$ cat src/i2c_eeprom_master_core_assert.svh
// assertion macros for the two-wire memory master
`ifndef I2C_EEPROM_MASTER_CORE_ASSERT_SVH
`define I2C_EEPROM_MASTER_CORE_ASSERT_SVH
`ifndef SYNTH
`define IEM_ASSERT_IMPL(label, clk, rst, ante, cons) \
  label: assert property (@(posedge clk) disable iff (rst) (ante) |-> (cons)) \
    else $error("assertion failed");
`define IEM_ASSERT_NEXT(label, clk, rst, ante, cons) \
  label: assert property (@(posedge clk) disable iff (rst) (ante) |=> (cons)) \
    else $error("assertion failed");
`else
`define IEM_ASSERT_IMPL(label, clk, rst, ante, cons)
`define IEM_ASSERT_NEXT(label, clk, rst, ante, cons)
`endif
`endif

$ cat src/iem_pkg.sv
// shared types and constants for the two-wire memory master
package iem_pkg;
  localparam int PageDepthDefault = 8;
  localparam logic [6:0] DevAddrReset = 7'd87;
  localparam logic [7:0] PhaseReset = 8'd5;
  localparam logic [15:0] GapReset = 16'd1000;

  localparam logic [1:0] CMD_TICK = 2'd0;
  localparam logic [1:0] CMD_LOAD = 2'd1;
  localparam logic [1:0] CMD_WRITE = 2'd2;
  localparam logic [1:0] CMD_READ = 2'd3;

  localparam logic [1:0] REG_DEV = 2'd0;
  localparam logic [1:0] REG_PHASE = 2'd1;
  localparam logic [1:0] REG_GAP = 2'd2;

  localparam logic [1:0] ST_OK = 2'd0;
  localparam logic [1:0] ST_NACK_ADDR = 2'd1;
  localparam logic [1:0] ST_NACK_DATA = 2'd2;
  localparam logic [1:0] ST_BAD = 2'd3;

  typedef struct packed {
    logic [1:0] cmd;
    logic [7:0] word_address;
    logic [7:0] write_data;
    logic [7:0] byte_count;
    logic sda_in;
  } item_t;

  typedef struct packed {
    logic scl_level;
    logic sda_pull_low;
    logic busy_res;
    logic read_valid;
    logic [7:0] read_byte;
    logic read_last;
    logic done_res;
    logic [1:0] status;
  } result_t;
endpackage

$ cat src/iem_queue.sv
// small first-in first-out queue of packed words
module iem_queue #(
  parameter int Width = 8
) (
  input  logic clk,
  input  logic rst,
  input  logic push,
  input  logic [Width-1:0] din,
  output logic full,
  input  logic pop,
  output logic empty,
  output logic [Width-1:0] dout
);
  logic [Width-1:0] slot [2];
  logic wptr, rptr;
  logic [1:0] count;

  assign full = count == 2'd2;
  assign empty = count == 2'd0;
  assign dout = slot[rptr];

  always_ff @(posedge clk) begin
    if (push && !full) begin
      slot[wptr] <= din;
    end
  end

  always_ff @(posedge clk) begin
    if (rst) begin
      wptr <= 1'b0;
      rptr <= 1'b0;
      count <= 2'd0;
    end else begin
      if (push && !full) begin
        wptr <= ~wptr;
      end
      if (pop && !empty) begin
        rptr <= ~rptr;
      end
      count <= count + {1'b0, push && !full} - {1'b0, pop && !empty};
    end
  end
endmodule

$ cat src/iem_seq.sv
// bit sequencer: one input item per tick, one result per tick
module iem_seq #(
  parameter int PageDepth = iem_pkg::PageDepthDefault
) (
  input  logic clk,
  input  logic rst,
  input  logic in_valid,
  input  iem_pkg::item_t in_item,
  output logic in_ready,
  output logic out_valid,
  output iem_pkg::result_t out_res,
  input  logic out_ready,
  input  logic [6:0] device_address,
  input  logic [7:0] phase_ticks,
  input  logic [15:0] write_gap_ticks
);
  import iem_pkg::*;

  localparam int FillW = $clog2(PageDepth + 1);
  localparam int IdxW = (PageDepth > 1) ? $clog2(PageDepth) : 1;

  typedef enum logic [15:0] {
    S_IDLE = 16'h0001, S_START_A = 16'h0002, S_START_B = 16'h0004,
    S_TX_LOW = 16'h0008, S_TX_HIGH = 16'h0010, S_ACK_LOW = 16'h0020,
    S_ACK_HIGH = 16'h0040, S_GAP = 16'h0080, S_RX_LOW = 16'h0100,
    S_RX_HIGH = 16'h0200, S_MACK_LOW = 16'h0400, S_MACK_HIGH = 16'h0800,
    S_RS_LOW = 16'h1000, S_STOP_A = 16'h2000, S_STOP_B = 16'h4000,
    S_STOP_C = 16'h8000
  } state_t;

  typedef enum logic [3:0] {
    R_DEV_W = 4'b0001, R_WORD = 4'b0010, R_DATA = 4'b0100, R_DEV_R = 4'b1000
  } role_t;

  state_t state, state_next, st;
  role_t role, role_next;
  logic [15:0] phase_counter, phase_counter_next;
  logic [3:0] bit_counter, bit_counter_next;
  logic [7:0] shift_register, shift_register_next;
  logic [7:0] bytes_remaining, bytes_remaining_next;
  logic [FillW-1:0] buffer_fill, buffer_fill_next;
  logic [7:0] saved_word_address, saved_word_address_next;
  logic [8:0] send_index, send_index_next;
  logic op_read, op_read_next;
  logic [1:0] err_code, err_code_next;
  logic [7:0] page_buffer [PageDepth];
  logic [7:0] buf_rd;
  logic fire;
  logic [15:0] len;
  result_t res;
  logic [7:0] sh_rx;

  assign fire = in_valid && in_ready;
  assign out_valid = fire;
  assign out_res = res;
  assign in_ready = out_ready;
  assign buf_rd = (send_index < 9'(PageDepth)) ? page_buffer[send_index[IdxW-1:0]] : 8'd0;
  assign sh_rx = {shift_register[6:0], in_item.sda_in};

  always_ff @(posedge clk) begin
    if (fire && state == S_IDLE && in_item.cmd == CMD_LOAD
        && buffer_fill < FillW'(PageDepth)) begin
      page_buffer[buffer_fill[IdxW-1:0]] <= in_item.write_data;
    end
  end

  always_comb begin
    state_next = state;
    role_next = role;
    phase_counter_next = phase_counter;
    bit_counter_next = bit_counter;
    shift_register_next = shift_register;
    bytes_remaining_next = bytes_remaining;
    buffer_fill_next = buffer_fill;
    saved_word_address_next = saved_word_address;
    send_index_next = send_index;
    op_read_next = op_read;
    err_code_next = err_code;
    res = '0;
    res.scl_level = 1'b1;
    if (state == S_IDLE) begin
      if (in_item.cmd == CMD_LOAD) begin
        if (buffer_fill < FillW'(PageDepth)) begin
          buffer_fill_next = buffer_fill + 1'b1;
        end
      end else if (in_item.cmd == CMD_WRITE || in_item.cmd == CMD_READ) begin
        if ((in_item.cmd == CMD_READ && in_item.byte_count == 8'd0)
            || (in_item.cmd == CMD_WRITE
                && {1'b0, in_item.byte_count} > 9'(buffer_fill))) begin
          res.done_res = 1'b1;
          res.status = ST_BAD;
          if (in_item.cmd == CMD_WRITE) begin
            buffer_fill_next = '0;
          end
        end else begin
          op_read_next = in_item.cmd == CMD_READ;
          role_next = R_DEV_W;
          err_code_next = ST_OK;
          send_index_next = '0;
          saved_word_address_next = in_item.word_address;
          bytes_remaining_next = in_item.byte_count;
          state_next = S_START_A;
          phase_counter_next = '0;
        end
      end
    end
    st = state_next;
    res.busy_res = st != S_IDLE;
    case (st)
      S_START_B: res.sda_pull_low = 1'b1;
      S_TX_LOW: begin
        res.scl_level = 1'b0;
        res.sda_pull_low = !shift_register_next[7];
      end
      S_TX_HIGH: res.sda_pull_low = !shift_register_next[7];
      S_ACK_LOW, S_GAP, S_RX_LOW, S_RS_LOW: res.scl_level = 1'b0;
      S_MACK_LOW: begin
        res.scl_level = 1'b0;
        res.sda_pull_low = bytes_remaining_next != 8'd0;
      end
      S_MACK_HIGH: res.sda_pull_low = bytes_remaining_next != 8'd0;
      S_STOP_A: begin
        res.scl_level = 1'b0;
        res.sda_pull_low = 1'b1;
      end
      S_STOP_B: res.sda_pull_low = 1'b1;
      default: ;
    endcase
    len = (st == S_GAP) ? write_gap_ticks
        : ((phase_ticks != 8'd0) ? {8'd0, phase_ticks} : 16'd1);
    if (st != S_IDLE) begin
      if ({1'b0, phase_counter_next} + 17'd1 < {1'b0, len}) begin
        phase_counter_next = phase_counter_next + 16'd1;
      end else begin
        phase_counter_next = '0;
        case (st)
          S_START_A: state_next = S_START_B;
          S_START_B: begin
            state_next = S_TX_LOW;
            bit_counter_next = '0;
            shift_register_next = {device_address, role_next == R_DEV_R};
          end
          S_TX_LOW: state_next = S_TX_HIGH;
          S_TX_HIGH: begin
            bit_counter_next = bit_counter_next + 4'd1;
            shift_register_next = {shift_register_next[6:0], 1'b0};
            state_next = (bit_counter_next >= 4'd8) ? S_ACK_LOW : S_TX_LOW;
          end
          S_ACK_LOW: state_next = S_ACK_HIGH;
          S_ACK_HIGH: begin
            if (role_next == R_DATA) begin
              if (in_item.sda_in) begin
                err_code_next = ST_NACK_DATA;
              end
              if (bytes_remaining_next != 8'd0) begin
                bytes_remaining_next = bytes_remaining_next - 8'd1;
              end
              send_index_next = send_index_next + 9'd1;
              if (write_gap_ticks != 16'd0) begin
                state_next = S_GAP;
              end else if (err_code_next != ST_OK || bytes_remaining_next == 8'd0) begin
                state_next = S_STOP_A;
              end else begin
                role_next = R_DATA;
                state_next = S_TX_LOW;
                bit_counter_next = '0;
                shift_register_next = (send_index_next < 9'(PageDepth))
                    ? page_buffer[send_index_next[IdxW-1:0]] : 8'd0;
              end
            end else if (in_item.sda_in) begin
              err_code_next = ST_NACK_ADDR;
              state_next = S_STOP_A;
            end else if (role_next == R_DEV_W) begin
              role_next = R_WORD;
              state_next = S_TX_LOW;
              bit_counter_next = '0;
              shift_register_next = saved_word_address_next;
            end else if (role_next == R_WORD) begin
              if (op_read_next) begin
                state_next = S_RS_LOW;
              end else if (bytes_remaining_next == 8'd0) begin
                state_next = S_STOP_A;
              end else begin
                role_next = R_DATA;
                state_next = S_TX_LOW;
                bit_counter_next = '0;
                shift_register_next = buf_rd;
              end
            end else begin
              state_next = S_RX_LOW;
              bit_counter_next = '0;
              shift_register_next = '0;
            end
          end
          S_GAP: begin
            if (err_code_next != ST_OK || bytes_remaining_next == 8'd0) begin
              state_next = S_STOP_A;
            end else begin
              role_next = R_DATA;
              state_next = S_TX_LOW;
              bit_counter_next = '0;
              shift_register_next = buf_rd;
            end
          end
          S_RS_LOW: begin
            role_next = R_DEV_R;
            state_next = S_START_A;
          end
          S_RX_LOW: state_next = S_RX_HIGH;
          S_RX_HIGH: begin
            shift_register_next = sh_rx;
            bit_counter_next = bit_counter_next + 4'd1;
            if (bit_counter_next >= 4'd8) begin
              if (bytes_remaining_next != 8'd0) begin
                bytes_remaining_next = bytes_remaining_next - 8'd1;
              end
              res.read_valid = 1'b1;
              res.read_byte = sh_rx;
              res.read_last = bytes_remaining_next == 8'd0;
              state_next = S_MACK_LOW;
            end else begin
              state_next = S_RX_LOW;
            end
          end
          S_MACK_LOW: state_next = S_MACK_HIGH;
          S_MACK_HIGH: begin
            if (bytes_remaining_next != 8'd0) begin
              state_next = S_RX_LOW;
              bit_counter_next = '0;
              shift_register_next = '0;
            end else begin
              state_next = S_STOP_A;
            end
          end
          S_STOP_A: state_next = S_STOP_B;
          S_STOP_B: state_next = S_STOP_C;
          default: begin
            res.done_res = 1'b1;
            res.status = err_code_next;
            if (!op_read_next) begin
              buffer_fill_next = '0;
            end
            state_next = S_IDLE;
          end
        endcase
      end
    end
  end

  always_ff @(posedge clk) begin
    if (rst) begin
      state <= S_IDLE;
      role <= R_DEV_W;
      phase_counter <= '0;
      bit_counter <= '0;
      shift_register <= '0;
      bytes_remaining <= '0;
      buffer_fill <= '0;
      saved_word_address <= '0;
      send_index <= '0;
      op_read <= 1'b0;
      err_code <= ST_OK;
    end else if (fire) begin
      state <= state_next;
      role <= role_next;
      phase_counter <= phase_counter_next;
      bit_counter <= bit_counter_next;
      shift_register <= shift_register_next;
      bytes_remaining <= bytes_remaining_next;
      buffer_fill <= buffer_fill_next;
      saved_word_address <= saved_word_address_next;
      send_index <= send_index_next;
      op_read <= op_read_next;
      err_code <= err_code_next;
    end
  end
endmodule

$ cat src/i2c_eeprom_master_core.sv
// top level: input queue, bit sequencer and result queue
// path: each tick is registered in the input queue, its result in the result queue
// throughput: one tick per cycle; the sequencer takes a tick whenever the
// input queue holds one and the result queue has room
// reset: synchronous, clears the queues and the sequencer; registers return
// to address 87, 5 ticks per phase and a 1000 tick write gap
`include "i2c_eeprom_master_core_assert.svh"
module i2c_eeprom_master_core #(
  parameter int PageDepth = iem_pkg::PageDepthDefault
) (
  input  logic clk,
  input  logic rst,
  input  logic push,
  output logic full,
  input  logic [1:0] cmd,
  input  logic [7:0] word_address,
  input  logic [7:0] write_data,
  input  logic [7:0] byte_count,
  input  logic sda_in,
  output logic empty,
  input  logic pop,
  output logic scl_level,
  output logic sda_pull_low,
  output logic busy_res,
  output logic read_valid,
  output logic [7:0] read_byte,
  output logic read_last,
  output logic done_res,
  output logic [1:0] status,
  input  logic cfg_we,
  input  logic [1:0] cfg_index,
  input  logic [15:0] cfg_data
);
  import iem_pkg::*;

  logic [6:0] device_address;
  logic [7:0] phase_ticks;
  logic [15:0] write_gap_ticks;
  item_t in_word, q_item;
  result_t seq_res, out_word;
  logic q_empty, q_pop, rq_full, seq_valid;

  always_ff @(posedge clk) begin
    if (rst) begin
      device_address <= DevAddrReset;
      phase_ticks <= PhaseReset;
      write_gap_ticks <= GapReset;
    end else if (cfg_we) begin
      case (cfg_index)
        REG_DEV: device_address <= cfg_data[6:0];
        REG_PHASE: phase_ticks <= cfg_data[7:0];
        REG_GAP: write_gap_ticks <= cfg_data;
        default: ;
      endcase
    end
  end

  assign in_word = '{cmd: cmd, word_address: word_address, write_data: write_data,
                     byte_count: byte_count, sda_in: sda_in};

  iem_queue #(.Width($bits(item_t))) u_in_q (
    .clk(clk), .rst(rst), .push(push), .din(in_word), .full(full),
    .pop(q_pop), .empty(q_empty), .dout(q_item)
  );

  iem_seq #(.PageDepth(PageDepth)) u_seq (
    .clk(clk), .rst(rst), .in_valid(!q_empty), .in_item(q_item), .in_ready(q_pop),
    .out_valid(seq_valid), .out_res(seq_res), .out_ready(!rq_full),
    .device_address(device_address), .phase_ticks(phase_ticks),
    .write_gap_ticks(write_gap_ticks)
  );

  iem_queue #(.Width($bits(result_t))) u_out_q (
    .clk(clk), .rst(rst), .push(seq_valid), .din(seq_res), .full(rq_full),
    .pop(pop), .empty(empty), .dout(out_word)
  );

  assign scl_level = out_word.scl_level;
  assign sda_pull_low = out_word.sda_pull_low;
  assign busy_res = out_word.busy_res;
  assign read_valid = out_word.read_valid;
  assign read_byte = out_word.read_byte;
  assign read_last = out_word.read_last;
  assign done_res = out_word.done_res;
  assign status = out_word.status;

  `IEM_ASSERT_IMPL(a_seq_space, clk, rst, seq_valid, !rq_full)
  `IEM_ASSERT_IMPL(a_done_busy, clk, rst, !empty && done_res && status != ST_BAD, busy_res)
  `IEM_ASSERT_IMPL(a_rd_high, clk, rst, !empty && read_valid, scl_level)
  `IEM_ASSERT_NEXT(a_status_q, clk, rst, !empty && !done_res, 1'b1)
endmodule

$ cat config.mk
export PLATFORM = sky130hd
export DESIGN_NAME = i2c_eeprom_master_core
export DESIGN_NICKNAME = d
export VERILOG_FILES = /design/src/iem_pkg.sv /design/src/iem_queue.sv /design/src/iem_seq.sv /design/src/i2c_eeprom_master_core.sv
export VERILOG_INCLUDE_DIRS = /design/src /design/src/src
export SDC_FILE = /design/constraint.sdc
export NUM_CORES = 1
export LEC_CHECK = 0
export ABC_AREA = 1
export BUFFER_PORTS_ARGS = -buffer_cell sky130_fd_sc_hd__buf_2
export CAP_MARGIN = 20
export CORE_ASPECT_RATIO = 1.4
export CORE_MARGIN = 3
export CORE_UTILIZATION = 50
export DETAILED_ROUTE_END_ITERATION = 12
export PLACE_DENSITY = 0.67
export SETUP_SLACK_MARGIN = 0.4
export SLEW_MARGIN = 5
export SYNTH_ARGS = -nofsm -noshare
export SYNTH_HDL_FRONTEND = slang
export SYNTH_SLANG_ARGS = --single-unit
$ cat constraint.sdc
create_clock -name clk -period 6.8 [get_ports clk]
set_clock_uncertainty 0.15 [all_clocks]
set_input_delay 1.36 -clock clk [delete_from_list [all_inputs] [get_ports clk]]
set_output_delay 1.36 -clock clk [all_outputs]
set_load 0.1 [all_outputs]
==> metrics.csv <==
metric,value,unit
Post-synth EDFFs,150,
register area,6987,sq um
antenna-violating nets left,0,
CP peak stage delay,0.51,ns
final hold vios,0,
I/O Buffers,67,
Synth area leader,edfxtp_1,
DRT Pass-1 Iters,6,
Int Power,4139,uW
Main synth FF type,edfxtp_1,
root cell of the clock tree,clkbuf_16,
"Seq/Total Area, Yosys",46.18,%
Clock Latency Late Sink,0.56,ns
Hold Slack,0.3078,ns
critical path class,flip-flop to flip-flop,
part of the power in registers,28.6,%
synthesized flop and latch total,274,
num ports,68,
RSZ-0062 raised after global routing,false,
share of the synthesized area in the top cell type,29.77,%
crit end category,flip-flop,
Crit Path Max Fanout,21,
top post-synthesis cells by count,"460 x nand2_1, 201 x inv_1, 156 x o21ai_0",
adder-cell share of the synthesized area,2.315,%
Syn Std Cell Area,15130,sq um
n_diodes,0,
post-synthesis compound-gate area fraction,14.57,%
number of global-route vias before repair,12620,
cell mode on critical path,nand2_1,
multi-input logic area,6898,sq um
global route overflow,0,
Synth async-reset ratio,0,%
multiplexer area fraction after synthesis,1.794,%
Worst setup SP type,flip-flop,
leakage,0.006840,uW
first-pass GRT wire length,65.16,mm
Max Cap Violations,0,
HPWL Detailed,29.29,mm
Num CTS Buffers,28,
initial core utilization,51.23,%
CP Data Required Time,7.04,ns
Iter 0 DRT Violations,936,
post-route minimum period,5.751,ns
Yosys cell types,51,
Worst-Margin Slew,0.9155,ns
Post-Syn Nets,2011,
drc violations,0,
hold buffer count at CTS,0,
chip height,211.8,microns
TritonCTS clock tree,built,
Comb pwr share,51.1,%
Finished Cell Area,16720,sq um
TNS Setup,0,ns
die footprint,32410,sq um
number of vias per cell,5.584,
worst vdd ir,470.7,uV
gr usage total,24.65,%
Post-Syn Area per Cell,7.828,sq um
Post-Synth XOR/XNOR Area,1.273,%
simple-gate share of the synthesized area,25.48,%
total power,8050,uW
CP arrival,5.99,ns
final-report setup violation count,0,
Clock Path Buffers,3,
Post-Route WL,40.96,mm
NumNets Final,2045,
Die X,153.0,microns
core region area,29540,sq um
DP Area,15700,sq um
Final GP Congestion,0.9306,
Cells after Synth,1933,
Switch Pwr,3911,uW
synth warn,0,
status,"finished, final reports clean",
area delta synth->final,10.49,%
CTS Sinks,274,
switching share of total power,48.58,%
Filler Cell Count,2714,
crit share post-route,84.58,%
# rows,74,
Pins Over Slew Limit,0,
largest family of logic cells by synthesized area,simple AND/OR/NAND/NOR gates,
largest net degree at the start of global routing,69,
Fmax,0.1739,GHz
top-count cell post-synth,nand2_1,
Hold WC Path Type,flip-flop to flip-flop,
Place WS,0.8649,ns
clock slew at reported path FFs,0.06,ns
# H-tree levels,1,
relative slew slack,38.96,%
"slowest stage cell, crit path",dfxtp_1,
wire length per cell,17.29,microns
fin worst setup slack,1.049,ns
Synth area leaders,"edfxtp_1 30%, dfxtp_1 16%, nand2_1 11%",
initial antenna violation count,0,
DR vias,13230,
share of cells above drive strength 1,12.27,%
pwr/cell area,481.5,nW/um^2
clock share of power,20.3,%
-- repair_timing --
action | 4_1_cts | 5_1_grt
resized for setup | 0 | 2
hold endpoints to repair | 0 | 0
buffers inserted | 0 | 0
setup endpoints to repair | 0 | 78
-- cell families after synthesis --
logic type / count (synthesis)
multiplexers: 25
flip-flops: 274
XOR/XNOR: 22
buffers and inverters: 311
adder cells (fa/ha/maj): 28
AND/OR/NAND/NOR: 870
AO/OA/AOI/OAI: 403
-- layout by cell type (no fill, tap or decap), types with 16 or more instances in the layout --
| cell | netlist | routed |
|---|---|---|
| a21oi_1 | 153 | 153 |
| buf_2 | 12 | 67 |
| buf_4 | 6 | 20 |
| clkbuf_16 | 0 | 28 |
| dfxtp_1 | 124 | 124 |
| edfxtp_1 | 150 | 150 |
| ha_1 | 28 | 28 |
| inv_1 | 201 | 199 |
| inv_2 | 21 | 23 |
| mux2_2 | 17 | 17 |
| nand2_1 | 460 | 460 |
| nand2_2 | 16 | 16 |
| nand3_1 | 141 | 140 |
| nand4_1 | 25 | 25 |
| nor2_1 | 152 | 150 |
| nor3_1 | 23 | 23 |
| o211ai_1 | 27 | 27 |
| o21ai_0 | 156 | 156 |
| o21ai_1 | 25 | 25 |
| xor2_1 | 21 | 21 |
-- final cells by class --
class | instances | share of cell area [%]
sequential | 274 | 41.79
multi-input combinational | 1348 | 41.26
inverter | 226 | 5.089
clock buffer | 36 | 4.490
timing repair buffer | 89 | 3.136
tap | 380 | 2.844
clock inverter | 16 | 1.392
-- worst max-delay path, delay by kind of cell, from the launching register on --
kind	cells	cell delay (ns)
AND/OR/NAND/NOR	20	2.74
buffers and inverters	5	0.96
AO/OA/AOI/OAI	4	0.68
flip-flops	1	0.51
adder cells (fa/ha/maj)	2	0.51
-- sequential cells by signal (all words and copies together) (netlist names), 2 cells and up, named ones only --
name and cells:
device_address 7, write_gap_ticks 16, u_seq.role 4, u_seq.saved_word_address 8
u_seq.phase_counter 16, phase_ticks 8, u_seq.bit_counter 4, u_seq.page_buffer 64
u_in_q.slot 54, u_seq.err_code 2, u_out_q.count 2, u_out_q.slot 32
u_seq.shift_register 8, u_seq.buffer_fill 4, u_seq.send_index 9, u_seq.state 16
u_seq.bytes_remaining 8, u_in_q.count 2
-- final timing paths --
| path | slack (ns) | to | cells past startpoint | startpoint |
|---|---|---|---|---|
| setup / recovery | 1.05 | u_out_q.slot[1][3] | 31 | flip-flop |
| hold / removal | 0.31 | u_in_q.rptr | 1 | u_in_q.rptr |
| setup reg to reg | 1.05 | u_out_q.slot[1][3] | 31 | flip-flop |
| hold reg to reg | 0.31 | u_in_q.rptr | 1 | u_in_q.rptr |
-- power by group through the flow --
| stage | Combinational (uW) | Sequential [uW] | Clock, uW |
|---|---|---|---|
| floorplan | 3140 | 2260 | 0 |
| global placement | 4010 | 2320 | 0 |
| detailed placement | 4060 | 2330 | 0 |
| CTS | 4070 | 2300 | 1660 |
| global route | 4530 | 2330 | 1740 |
| finish | 4110 | 2300 | 1630 |
-- metrics by stage --
stage,instances,utilization [%]
6_report,2369,56.60
5_1_grt,2369,56.60
4_1_cts,2368,56.48
3_5_place_dp,2316,53.15
3_3_place_gp,2316,53.15
2_1_floorplan,1933,-
-- metal layers --
metal,vias to the layer above,share of wire (%),global-route usage (%)
li1,6569,-,-
met1,6116,39,28.92
met2,450,52,46.08
met3,93,5.2,2.638
met4,0,3.4,9.591
met5,-,0,0
Power figures use the tool's default switching activity.
